**src/rtl/core/crp_pkg.sv**
```systemverilog
package crp_pkg;

  localparam int PIX_W     = 12;
  localparam int DIM_CFG_W = 13;
  localparam int RING_CFG_W = 8;
  localparam int CFG_IDX_W = 2;
  localparam int CFG_DATA_W = 13;
  localparam int COLOR_W   = 8;
  localparam int V_QUO_W   = 8;
  localparam int COLOR_MAX = 255;

  localparam logic [DIM_CFG_W-1:0]  RST_FRAME_WIDTH  = 13'd400;
  localparam logic [DIM_CFG_W-1:0]  RST_FRAME_HEIGHT = 13'd300;
  localparam logic [RING_CFG_W-1:0] RST_RING_WIDTH   = 8'd20;

  typedef enum logic [CFG_IDX_W-1:0] {
    CFG_FRAME_WIDTH  = 2'd0,
    CFG_FRAME_HEIGHT = 2'd1,
    CFG_RING_WIDTH   = 2'd2
  } cfg_idx_t;

endpackage

```
**src/rtl/core/concentric_ring_pattern_pixel_top.sv**
```systemverilog
// Pipeline: stage A, stage B, RW root cells, the bridge, VQ v cells, RQ ring cells and output,
//   where RW = root bits of the distance (21), RQ = ring index bits (12), VQ = v quotient bits.
// Throughput: one item per cycle; the whole cell chain advances together and
//   holds while a finished result is not taken.
// Reset (rst_n, synchronous, active low): clears all valid bits and loads the
//   frame registers with 400 x 300 and ring width 20.
module concentric_ring_pattern_pixel_top #(
  parameter int MAX_DIM   = 4096,
  parameter int FRAC_BITS = 8
) (
  input  logic                               clk,
  input  logic                               rst_n,
  input  logic                               cfg_we,
  input  logic [crp_pkg::CFG_IDX_W-1:0]      cfg_index,
  input  logic [crp_pkg::CFG_DATA_W-1:0]     cfg_wdata,
  input  logic                               in_valid,
  output logic                               in_ready,
  input  logic [crp_pkg::PIX_W-1:0]          in_pixel_x,
  input  logic [crp_pkg::PIX_W-1:0]          in_pixel_y,
  output logic                               out_valid,
  input  logic                               out_ready,
  output logic                               out_inside_disc,
  output logic [crp_pkg::COLOR_W-1:0]        out_red,
  output logic [crp_pkg::COLOR_W-1:0]        out_green,
  output logic [crp_pkg::COLOR_W-1:0]        out_blue
);

  // Widths derived from the frame limit and the fraction width.
  localparam int F    = FRAC_BITS;
  localparam int DW   = $clog2(MAX_DIM + 1);               // saturated dimension
  localparam int DXW  = (DW - 1 > crp_pkg::PIX_W) ? DW - 1 : crp_pkg::PIX_W;
  localparam int SQW  = 2 * DXW + 1;                       // dx^2 + dy^2
  localparam int RW   = (SQW + 2 * F + 1) / 2;             // root bits
  localparam int RFW  = DW - 1 + F;                        // radius, fixed point
  localparam int RDW  = crp_pkg::RING_CFG_W + F;           // ring span, fixed point
  localparam int RQ   = DW - 1;                            // ring index bits
  localparam int VNW  = RFW + crp_pkg::COLOR_W;            // 255 * (R - d)
  localparam int VQ   = crp_pkg::V_QUO_W;
  localparam int SSW  = RFW + RDW;                         // side data in root chain
  localparam int VSW  = 1 + RDW;                           // side data in v chain
  localparam int GSW  = 1 + VQ;                            // side data in ring chain

  // ---------------------------------------------------------------------------
  // Configuration registers
  // ---------------------------------------------------------------------------
  logic [crp_pkg::DIM_CFG_W-1:0]  frame_width_r;
  logic [crp_pkg::DIM_CFG_W-1:0]  frame_height_r;
  logic [crp_pkg::RING_CFG_W-1:0] ring_width_r;

  always_ff @(posedge clk) begin
    if (!rst_n) begin
      frame_width_r  <= crp_pkg::RST_FRAME_WIDTH;
      frame_height_r <= crp_pkg::RST_FRAME_HEIGHT;
      ring_width_r   <= crp_pkg::RST_RING_WIDTH;
    end else if (cfg_we) begin
      unique case (crp_pkg::cfg_idx_t'(cfg_index))
        crp_pkg::CFG_FRAME_WIDTH:  frame_width_r  <= cfg_wdata;
        crp_pkg::CFG_FRAME_HEIGHT: frame_height_r <= cfg_wdata;
        crp_pkg::CFG_RING_WIDTH:   ring_width_r   <= cfg_wdata[crp_pkg::RING_CFG_W-1:0];
        default: ;
      endcase
    end
  end

  // Whole chain moves in lockstep; hold everything while the result waits.
  logic en;
  assign en       = !out_valid || out_ready;
  assign in_ready = en;

  // ---------------------------------------------------------------------------
  // Stage A: saturate the frame, find the centre offsets and the scaled limits
  // ---------------------------------------------------------------------------
  logic [DW-1:0]  w_sat;
  logic [DW-1:0]  h_sat;
  logic [DW-2:0]  radius;
  logic [DXW-1:0] px_e, py_e, cx_e, cy_e;
  logic [RDW-1:0] rden;

  always_comb begin
    w_sat = (32'(frame_width_r) > 32'(MAX_DIM)) ? DW'(MAX_DIM) : DW'(frame_width_r);
    h_sat = (32'(frame_height_r) > 32'(MAX_DIM)) ? DW'(MAX_DIM) : DW'(frame_height_r);
    radius = (w_sat < h_sat) ? w_sat[DW-1:1] : h_sat[DW-1:1];
    px_e = DXW'(in_pixel_x);
    py_e = DXW'(in_pixel_y);
    cx_e = DXW'(w_sat[DW-1:1]);
    cy_e = DXW'(h_sat[DW-1:1]);
    // Zero ring width acts as one pixel.
    rden = RDW'((ring_width_r == '0) ? crp_pkg::RING_CFG_W'(1) : ring_width_r) << F;
  end

  logic           a_vld_r;
  logic [DXW-1:0] a_dx_r, a_dy_r;
  logic [RFW-1:0] a_rfix_r;
  logic [RDW-1:0] a_rden_r;

  always_ff @(posedge clk) begin
    if (!rst_n) begin
      a_vld_r <= 1'b0;
    end else if (en) begin
      a_vld_r <= in_valid;
    end
  end

  always_ff @(posedge clk) begin
    if (en) begin
      a_dx_r   <= (px_e >= cx_e) ? px_e - cx_e : cx_e - px_e;
      a_dy_r   <= (py_e >= cy_e) ? py_e - cy_e : cy_e - py_e;
      a_rfix_r <= RFW'(radius) << F;
      a_rden_r <= rden;
    end
  end

  // ---------------------------------------------------------------------------
  // Stage B: squares
  // ---------------------------------------------------------------------------
  logic             b_vld_r;
  logic [2*DXW-1:0] b_dx2_r, b_dy2_r;
  logic [RFW-1:0]   b_rfix_r;
  logic [RDW-1:0]   b_rden_r;

  always_ff @(posedge clk) begin
    if (!rst_n) begin
      b_vld_r <= 1'b0;
    end else if (en) begin
      b_vld_r <= a_vld_r;
    end
  end

  always_ff @(posedge clk) begin
    if (en) begin
      b_dx2_r  <= a_dx_r * a_dx_r;
      b_dy2_r  <= a_dy_r * a_dy_r;
      b_rfix_r <= a_rfix_r;
      b_rden_r <= a_rden_r;
    end
  end

  // ---------------------------------------------------------------------------
  // Square root chain: one cell per root bit, radicand scaled by 2^(2F)
  // ---------------------------------------------------------------------------
  logic [SQW-1:0] sq;
  assign sq = SQW'(b_dx2_r) + SQW'(b_dy2_r);

  logic            s_vld  [0:RW];
  logic [RW+1:0]   s_rem  [0:RW];
  logic [RW-1:0]   s_root [0:RW];
  logic [2*RW-1:0] s_bits [0:RW];
  logic [SSW-1:0]  s_side [0:RW];

  assign s_vld[0]  = b_vld_r;
  assign s_rem[0]  = '0;
  assign s_root[0] = '0;
  assign s_bits[0] = (2 * RW)'(sq) << (2 * F);
  assign s_side[0] = {b_rfix_r, b_rden_r};

  for (genvar i = 0; i < RW; i++) begin : g_sqrt
    crp_sqrt_cell #(.RW(RW), .SW(SSW)) u_cell (
      .clk      (clk),
      .rst_n    (rst_n),
      .en       (en),
      .in_vld   (s_vld[i]),
      .in_rem   (s_rem[i]),
      .in_root  (s_root[i]),
      .in_bits  (s_bits[i]),
      .in_side  (s_side[i]),
      .out_vld  (s_vld[i+1]),
      .out_rem  (s_rem[i+1]),
      .out_root (s_root[i+1]),
      .out_bits (s_bits[i+1]),
      .out_side (s_side[i+1])
    );
  end

  // ---------------------------------------------------------------------------
  // Bridge: disc test and v numerator 255 * (R - d)
  // ---------------------------------------------------------------------------
  logic [RFW-1:0] s_rfix;
  logic [RDW-1:0] s_rden;
  logic [RW-1:0]  dist_fix;
  logic           disc_hit;
  logic [RFW-1:0] dist_t;
  logic [RFW-1:0] diff;

  assign {s_rfix, s_rden} = s_side[RW];
  assign dist_fix = s_root[RW];
  assign disc_hit = (RW > RFW) ? (dist_fix < RW'(s_rfix)) : (RFW'(dist_fix) < s_rfix);
  assign dist_t   = RFW'(dist_fix);
  assign diff     = s_rfix - dist_t;

  logic           m_vld_r;
  logic           m_inside_r;
  logic [VNW-1:0] m_vnum_r;
  logic [RFW-1:0] m_rfix_r;
  logic [RFW-1:0] m_dist_r;
  logic [RDW-1:0] m_rden_r;

  always_ff @(posedge clk) begin
    if (!rst_n) begin
      m_vld_r <= 1'b0;
    end else if (en) begin
      m_vld_r <= s_vld[RW];
    end
  end

  always_ff @(posedge clk) begin
    if (en) begin
      m_inside_r <= disc_hit;
      // 255 * diff as (diff << 8) - diff
      m_vnum_r   <= (VNW'(diff) << crp_pkg::COLOR_W) - VNW'(diff);
      m_rfix_r   <= s_rfix;
      m_dist_r   <= dist_t;
      m_rden_r   <= s_rden;
    end
  end

  // ---------------------------------------------------------------------------
  // v = floor(255 * (R - d) / R): one cell per quotient bit
  // ---------------------------------------------------------------------------
  logic           v_vld  [0:VQ];
  logic [VNW-1:0] v_num  [0:VQ];
  logic [RFW-1:0] v_den  [0:VQ];
  logic [VQ-1:0]  v_quo  [0:VQ];
  logic [RFW+VSW-1:0] v_side [0:VQ];

  assign v_vld[0]  = m_vld_r;
  assign v_num[0]  = m_vnum_r;
  assign v_den[0]  = m_rfix_r;
  assign v_quo[0]  = '0;
  assign v_side[0] = {m_inside_r, m_rden_r, m_dist_r};

  for (genvar j = 0; j < VQ; j++) begin : g_vdiv
    crp_div_cell #(
      .NUMW (VNW), .DENW (RFW), .QW (VQ), .SHIFT (VQ - 1 - j), .SW (RFW + VSW)
    ) u_cell (
      .clk      (clk),
      .rst_n    (rst_n),
      .en       (en),
      .in_vld   (v_vld[j]),
      .in_num   (v_num[j]),
      .in_den   (v_den[j]),
      .in_quo   (v_quo[j]),
      .in_side  (v_side[j]),
      .out_vld  (v_vld[j+1]),
      .out_num  (v_num[j+1]),
      .out_den  (v_den[j+1]),
      .out_quo  (v_quo[j+1]),
      .out_side (v_side[j+1])
    );
  end

  // ---------------------------------------------------------------------------
  // Ring index = floor(d / ring span): only its parity is used
  // ---------------------------------------------------------------------------
  logic           v_inside;
  logic [RDW-1:0] v_rden;
  logic [RFW-1:0] v_dist;

  assign {v_inside, v_rden, v_dist} = v_side[VQ];

  logic           g_vld  [0:RQ];
  logic [RFW-1:0] g_num  [0:RQ];
  logic [RDW-1:0] g_den  [0:RQ];
  logic [RQ-1:0]  g_quo  [0:RQ];
  logic [GSW-1:0] g_side [0:RQ];

  assign g_vld[0]  = v_vld[VQ];
  assign g_num[0]  = v_dist;
  assign g_den[0]  = v_rden;
  assign g_quo[0]  = '0;
  assign g_side[0] = {v_inside, v_quo[VQ]};

  for (genvar k = 0; k < RQ; k++) begin : g_rdiv
    crp_div_cell #(
      .NUMW (RFW), .DENW (RDW), .QW (RQ), .SHIFT (RQ - 1 - k), .SW (GSW)
    ) u_cell (
      .clk      (clk),
      .rst_n    (rst_n),
      .en       (en),
      .in_vld   (g_vld[k]),
      .in_num   (g_num[k]),
      .in_den   (g_den[k]),
      .in_quo   (g_quo[k]),
      .in_side  (g_side[k]),
      .out_vld  (g_vld[k+1]),
      .out_num  (g_num[k+1]),
      .out_den  (g_den[k+1]),
      .out_quo  (g_quo[k+1]),
      .out_side (g_side[k+1])
    );
  end

  // ---------------------------------------------------------------------------
  // Output register: pick the color scheme by ring parity, black outside
  // ---------------------------------------------------------------------------
  logic        f_inside;
  logic [VQ-1:0] f_v;
  logic [crp_pkg::COLOR_W-1:0] v8, v_half, v_inv;

  assign {f_inside, f_v} = g_side[RQ];
  assign v8     = crp_pkg::COLOR_W'(f_v);
  assign v_half = v8 >> 1;
  assign v_inv  = crp_pkg::COLOR_W'(crp_pkg::COLOR_MAX) - v8;

  logic                        out_valid_r;
  logic                        out_inside_r;
  logic [crp_pkg::COLOR_W-1:0] out_red_r, out_green_r, out_blue_r;

  always_ff @(posedge clk) begin
    if (!rst_n) begin
      out_valid_r <= 1'b0;
    end else if (en) begin
      out_valid_r <= g_vld[RQ];
    end
  end

  always_ff @(posedge clk) begin
    if (en) begin
      out_inside_r <= f_inside;
      if (!f_inside) begin
        out_red_r   <= '0;
        out_green_r <= '0;
        out_blue_r  <= '0;
      end else if (!g_quo[RQ][0]) begin
        out_red_r   <= v8;
        out_green_r <= v_half;
        out_blue_r  <= v_inv;
      end else begin
        out_red_r   <= v_inv;
        out_green_r <= v8;
        out_blue_r  <= v_half;
      end
    end
  end

  assign out_valid       = out_valid_r;
  assign out_inside_disc = out_inside_r;
  assign out_red         = out_red_r;
  assign out_green       = out_green_r;
  assign out_blue        = out_blue_r;

endmodule

```
**src/rtl/core/crp_sqrt_cell.sv**
```systemverilog
// One root bit per cell: bring down two radicand bits, try to subtract.
module crp_sqrt_cell #(
  parameter int RW = 22,
  parameter int SW = 8
) (
  input  logic            clk,
  input  logic            rst_n,
  input  logic            en,
  input  logic            in_vld,
  input  logic [RW+1:0]   in_rem,
  input  logic [RW-1:0]   in_root,
  input  logic [2*RW-1:0] in_bits,
  input  logic [SW-1:0]   in_side,
  output logic            out_vld,
  output logic [RW+1:0]   out_rem,
  output logic [RW-1:0]   out_root,
  output logic [2*RW-1:0] out_bits,
  output logic [SW-1:0]   out_side
);

  logic [RW+1:0] cur;
  logic [RW+1:0] trial;
  logic          ge;
  logic          vld_r;
  logic [RW+1:0] rem_r;
  logic [RW-1:0] root_r;
  logic [2*RW-1:0] bits_r;
  logic [SW-1:0] side_r;

  assign cur   = {in_rem[RW-1:0], in_bits[2*RW-1 -: 2]};
  assign trial = {in_root, 2'b01};
  assign ge    = cur >= trial;

  always_ff @(posedge clk) begin
    if (!rst_n) begin
      vld_r <= 1'b0;
    end else if (en) begin
      vld_r <= in_vld;
    end
  end

  always_ff @(posedge clk) begin
    if (en) begin
      rem_r  <= ge ? (cur - trial) : cur;
      root_r <= {in_root[RW-2:0], ge};
      bits_r <= in_bits << 2;
      side_r <= in_side;
    end
  end

  assign out_vld  = vld_r;
  assign out_rem  = rem_r;
  assign out_root = root_r;
  assign out_bits = bits_r;
  assign out_side = side_r;

endmodule

```
**src/rtl/core/crp_div_cell.sv**
```systemverilog
// One quotient bit per cell: compare against the shifted divisor, subtract.
module crp_div_cell #(
  parameter int NUMW  = 20,
  parameter int DENW  = 12,
  parameter int QW    = 8,
  parameter int SHIFT = 0,
  parameter int SW    = 8
) (
  input  logic            clk,
  input  logic            rst_n,
  input  logic            en,
  input  logic            in_vld,
  input  logic [NUMW-1:0] in_num,
  input  logic [DENW-1:0] in_den,
  input  logic [QW-1:0]   in_quo,
  input  logic [SW-1:0]   in_side,
  output logic            out_vld,
  output logic [NUMW-1:0] out_num,
  output logic [DENW-1:0] out_den,
  output logic [QW-1:0]   out_quo,
  output logic [SW-1:0]   out_side
);

  localparam int CW = (NUMW > DENW + SHIFT) ? NUMW : DENW + SHIFT;

  logic [CW-1:0] num_c;
  logic [CW-1:0] den_s;
  logic          ge;
  logic          vld_r;
  logic [NUMW-1:0] num_r;
  logic [DENW-1:0] den_r;
  logic [QW-1:0]   quo_r;
  logic [SW-1:0]   side_r;

  assign num_c = CW'(in_num);
  assign den_s = CW'(in_den) << SHIFT;
  assign ge    = num_c >= den_s;

  always_ff @(posedge clk) begin
    if (!rst_n) begin
      vld_r <= 1'b0;
    end else if (en) begin
      vld_r <= in_vld;
    end
  end

  always_ff @(posedge clk) begin
    if (en) begin
      num_r  <= ge ? NUMW'(num_c - den_s) : in_num;
      den_r  <= in_den;
      quo_r  <= {in_quo[QW-2:0], ge};
      side_r <= in_side;
    end
  end

  assign out_vld  = vld_r;
  assign out_num  = num_r;
  assign out_den  = den_r;
  assign out_quo  = quo_r;
  assign out_side = side_r;

endmodule
```
**config.mk**
```make
export PLATFORM = sky130hd
export DESIGN_NAME = concentric_ring_pattern_pixel_top
export DESIGN_NICKNAME = d
export VERILOG_FILES = /design/src/rtl/core/crp_pkg.sv /design/src/rtl/core/concentric_ring_pattern_pixel_top.sv /design/src/rtl/core/crp_sqrt_cell.sv /design/src/rtl/core/crp_div_cell.sv
export SDC_FILE = /design/constraint.sdc
export NUM_CORES = 2
export LEC_CHECK = 0
export CAP_MARGIN = 5
export CORE_MARGIN = 2
export CORE_UTILIZATION = 35
export DETAILED_ROUTE_END_ITERATION = 8
export DONT_BUFFER_PORTS = 1
export GPL_TIMING_DRIVEN = 0
export HOLD_SLACK_MARGIN = 0.08
export PLACE_DENSITY = 0.47
export SYNTH_ARGS = -nofsm -noshare
export SYNTH_HDL_FRONTEND = slang
export SYNTH_SLANG_ARGS = --single-unit
```
**constraint.sdc**
```tcl
create_clock -name clk -period 218 [get_ports clk]
set_input_delay 65.4 -clock clk [delete_from_list [all_inputs] [get_ports clk]]
set_output_delay 65.4 -clock clk [all_outputs]
set_load 0.005 [all_outputs]
```
==> summary.md <==
| Metric | Value |
|---|---|
| Clock root buffer master | clkbuf_16 |
| Clk sinks | approximately 2,400 |
| Routed vias/inst | 4.733 |
| Share of layout cells above drive strength 1 | 6.635% |
| Max incr delay on CP | 0.41 ns |
| Largest net degree at the start of global routing | 76 |
| Crit path kind | in -> out |
| Ys Warns | 0 |
| Slew Limit Fails | 0 |
| Final setup skew | 0.07049 ns |
| P_leak | 50.43 nW |
| Nets | about 9,400 |
| Clock Pin Slew Worst Setup and Hold Paths | approximately 0.060 ns |
| Die Wd | 569.2 um |
| CP startpoint kind | input pin |
| Worst Hold Class | reg -> reg |
| Syn avg cell area | 13.63 um^2 |
| Hold_buf cts | 0 |
| Antenna violations before repair | 7 |
| Routed wire length | 205,200 um |
| First-pass GRT wire length | between 300,000 and 400,000 um |
| Highest-delay cell along the critical path | clkbuf_1 |
| Iter 0 DRT Violations | 3,562 |
| Post-CTS setup buffer count | 0 |
| Least-Margin Pin Slew | 0.9447 ns |
| Initial Util | 35.16% |
| Clock buffer depth | 4 |
| Crit end category | output pin |
| TritonCTS clock tree | built |
| Hold slack | 0.3746 ns |
| DRC | 0 |
| Min Tclk post-route | 131.81 ns |
| Vias | between 60,000 and 70,000 |
| RePlAce Congestion | 0.8349 |
| Inst Count DP | 12,420 |
| CTS Buf Count | 281 |
| Critical Path, Cell by Cell | nor2b_1 -> clkbuf_1 -> inv_2 -> clkbuf_4 |
| Max VDD drop | 0.02473 mV |
| Worst skew pair latency | 0.90 ns |
| Post-CTS sizing | 0 |
| PwrDens | roughly 16 mW/mm^2 |
| #FFs+latches synth | around 2,400 |
| Ports | 71 |
| Max cap viols | 0 |
| Main flop type after synthesis | edfxtp_1 |
| H-tree depth | 5 |
| TritonRoute pass-1 iters | 7 |
| Non-filler cells, final | between 10,000 and 15,000 |
| Slew Limit Headroom | a little over a third |
| Place WS | 86.19 ns |
| Post-Syn Area | 0.1118 mm^2 |
| RSZ-0062 raised after global routing | no |
| Number of synthesized flops with an enable pin | 2,349 |
| Final Hold Viols | 0 |
| Status | finished, final reports clean |
| # port buffers | 0 |
| Crit-path max FO | 19 |
| P&R area growth vs syn | 13.52% |
| Sequential fraction of the synthesis area | 64.50% |
| Final period util | about three fifths |
| Antenna Nets Post-Route | 0 |
| Final Util | 39.91% |
| Worst Path Required | 152.60 ns |
| Aggregate global routing overflow | 0 |
| Cells after synthesis | roughly 8,200 |
| Post-DP HPWL | 146,800 um |
| Vias in the first global route | between 60,000 and 70,000 |
| # rows | 207 |
| TNS Setup | 0 ns |
| Worst EP arrival | 66.41 ns |
| Unique masters post-synth | 104 |
| Asr flop ratio synth | 0% |
| Post-synth net total | just over 9,000 |
| Final setup fails | 0 |
| Tot GR Track Use | 12.63% |
| Fmax | 7.587 MHz |
| WL per Instance | between 15 and 20 um |
| DIE HEIGHT | 569.2 um |
| Setup WS post-layout | roughly 86 ns |
| Core region area | around 0.32 mm^2 |
| DIE AREA | around 0.32 mm^2 |
-- synth_stat cells (91+ instances only) --
| master | instances | area (um^2) |
|---|---|---|
| edfxtp_1 | 2349 | 70540 |
| inv_1 | 904 | 3393 |
| ha_1 | 633 | 7920 |
| nand2_1 | 570 | 2140 |
| nor2_1 | 393 | 1475 |
| a21oi_1 | 379 | 1897 |
| xnor2_1 | 276 | 2417 |
| o21ai_0 | 273 | 1366 |
| xor2_1 | 224 | 1962 |
| fa_1 | 191 | 3824 |
| nor3_1 | 165 | 825.8 |
| a21o_1 | 137 | 1028 |
| clkbuf_1 | 121 | 454.2 |
| nor2b_1 | 103 | 644.4 |
| and2_1 | 101 | 631.9 |
| nor4_1 | 93 | 581.8 |
| a21boi_0 | 91 | 683.2 |
-- state kept, by name, indices dropped and copies added, names as in the netlist, 13 cells and up --
register and count:
g_vdiv.u_cell.out_quo 36, g_rdiv.u_cell.out_den 88, g_vdiv.u_cell.out_side 225, g_vdiv.u_cell.out_den 84
g_sqrt.u_cell.out_bits 156, g_sqrt.u_cell.out_rem 381, g_vdiv.u_cell.out_num 196, b_dy2_r 23
frame_height_r 13, g_sqrt.u_cell.out_side 420, g_rdiv.u_cell.out_side 108, m_dist_r 19
g_rdiv.u_cell.out_num 220, m_vnum_r 28, g_sqrt.u_cell.out_vld 21, frame_width_r 13
g_sqrt.u_cell.out_root 231, b_dx2_r 23
-- power by group --
part / internal, W / switching (W) / leakage (nW) / total (W)
Combinational: 0.000367 / 0.000473 / 21.8 / 0.000840
Clock: 0.000262 / 0.000188 / 4.30 / 0.000450
Sequential: 0.000692 / 0.0000629 / 24.3 / 0.000755
Total: 0.00132 / 0.000724 / 50.4 / 0.00205
-- worst paths after layout --
path / startpoint / to / slack [ns] / depth (start not counted)
max reg2reg: a_dx_r[3] / b_dx2_r[22] / 211.48 / 19
min: g_vdiv[6].u_cell.out_side[13] / g_vdiv[7].u_cell.out_side[13] / 0.37 / 0
min reg2reg: g_vdiv[6].u_cell.out_side[13] / g_vdiv[7].u_cell.out_side[13] / 0.37 / 0
max: out_ready / in_ready / 86.19 / 4
-- critical path, delay by kind of cell --
family / cells / cell delay (ns)
buf+inv: 3 / 0.92
simple gates: 1 / 0.09
-- per-layer routing --
| layer | GRT usage (%) | wire length (um) | up-vias |
|---|---|---|---|
| met4 | 4.119 | 5703 | 0 |
| met5 | 0 | 0 | - |
| met2 | 21.19 | 97820 | 903 |
| met1 | 16.56 | 93610 | 29590 |
| li1 | - | - | 30330 |
| met3 | 2.166 | 8075 | 346 |
-- cell type report --
class | instances | area [um^2]
Sequential cell | 2428 | 72120
Multi-Input combinational cell | 4715 | 35690
Timing Repair Buffer | 38 | 1039
Clock buffer | 346 | 7347
Inverter | 912 | 3423
Antenna cell | 2 | 5.005
Fill cell | 29540 | 191100
Tap cell | 4180 | 5230
Clock inverter | 154 | 1494
Buffer | 149 | 588.1
-- cell families (layout without fill, tap and decap cells) --
family / after synthesis / in the layout / synth area share, %
compound gates: 1343 / 1343 / 7.624
xor+xnor: 500 / 500 / 3.917
fa+ha+maj: 824 / 824 / 10.50
buf+inv: 1061 / 1599 / 3.584
flops: 2428 / 2428 / 64.50
mux: 148 / 148 / 1.422
other cells: 1 / 3 / 0.003354
simple gates: 1899 / 1899 / 8.446
-- through the flow --
stage / instance area [um^2] / total power (W)
6_report: 126900 / 0.002045
5_1_grt: 126900 / 0.002219
4_1_cts: 126900 / 0.002086
3_5_place_dp: 118100 / 0.001619
3_3_place_gp: 117000 / 0.001611
2_1_floorplan: 111800 / 0.001387
-- placed cells by master (no fill, tap or decap), drive strengths merged, types with 103 or more instances in the layout --
cell type,n
inv,926
clkinv,118
nor3,167
xnor2,276
xor2,224
ha,633
nor2,393
nand2,570
o21ai,344
a21o,138
fa,191
edfxtp,2349
nor2b,103
clkbuf,467
a21oi,382
Note: power is estimated with default switching activity, not from simulation.
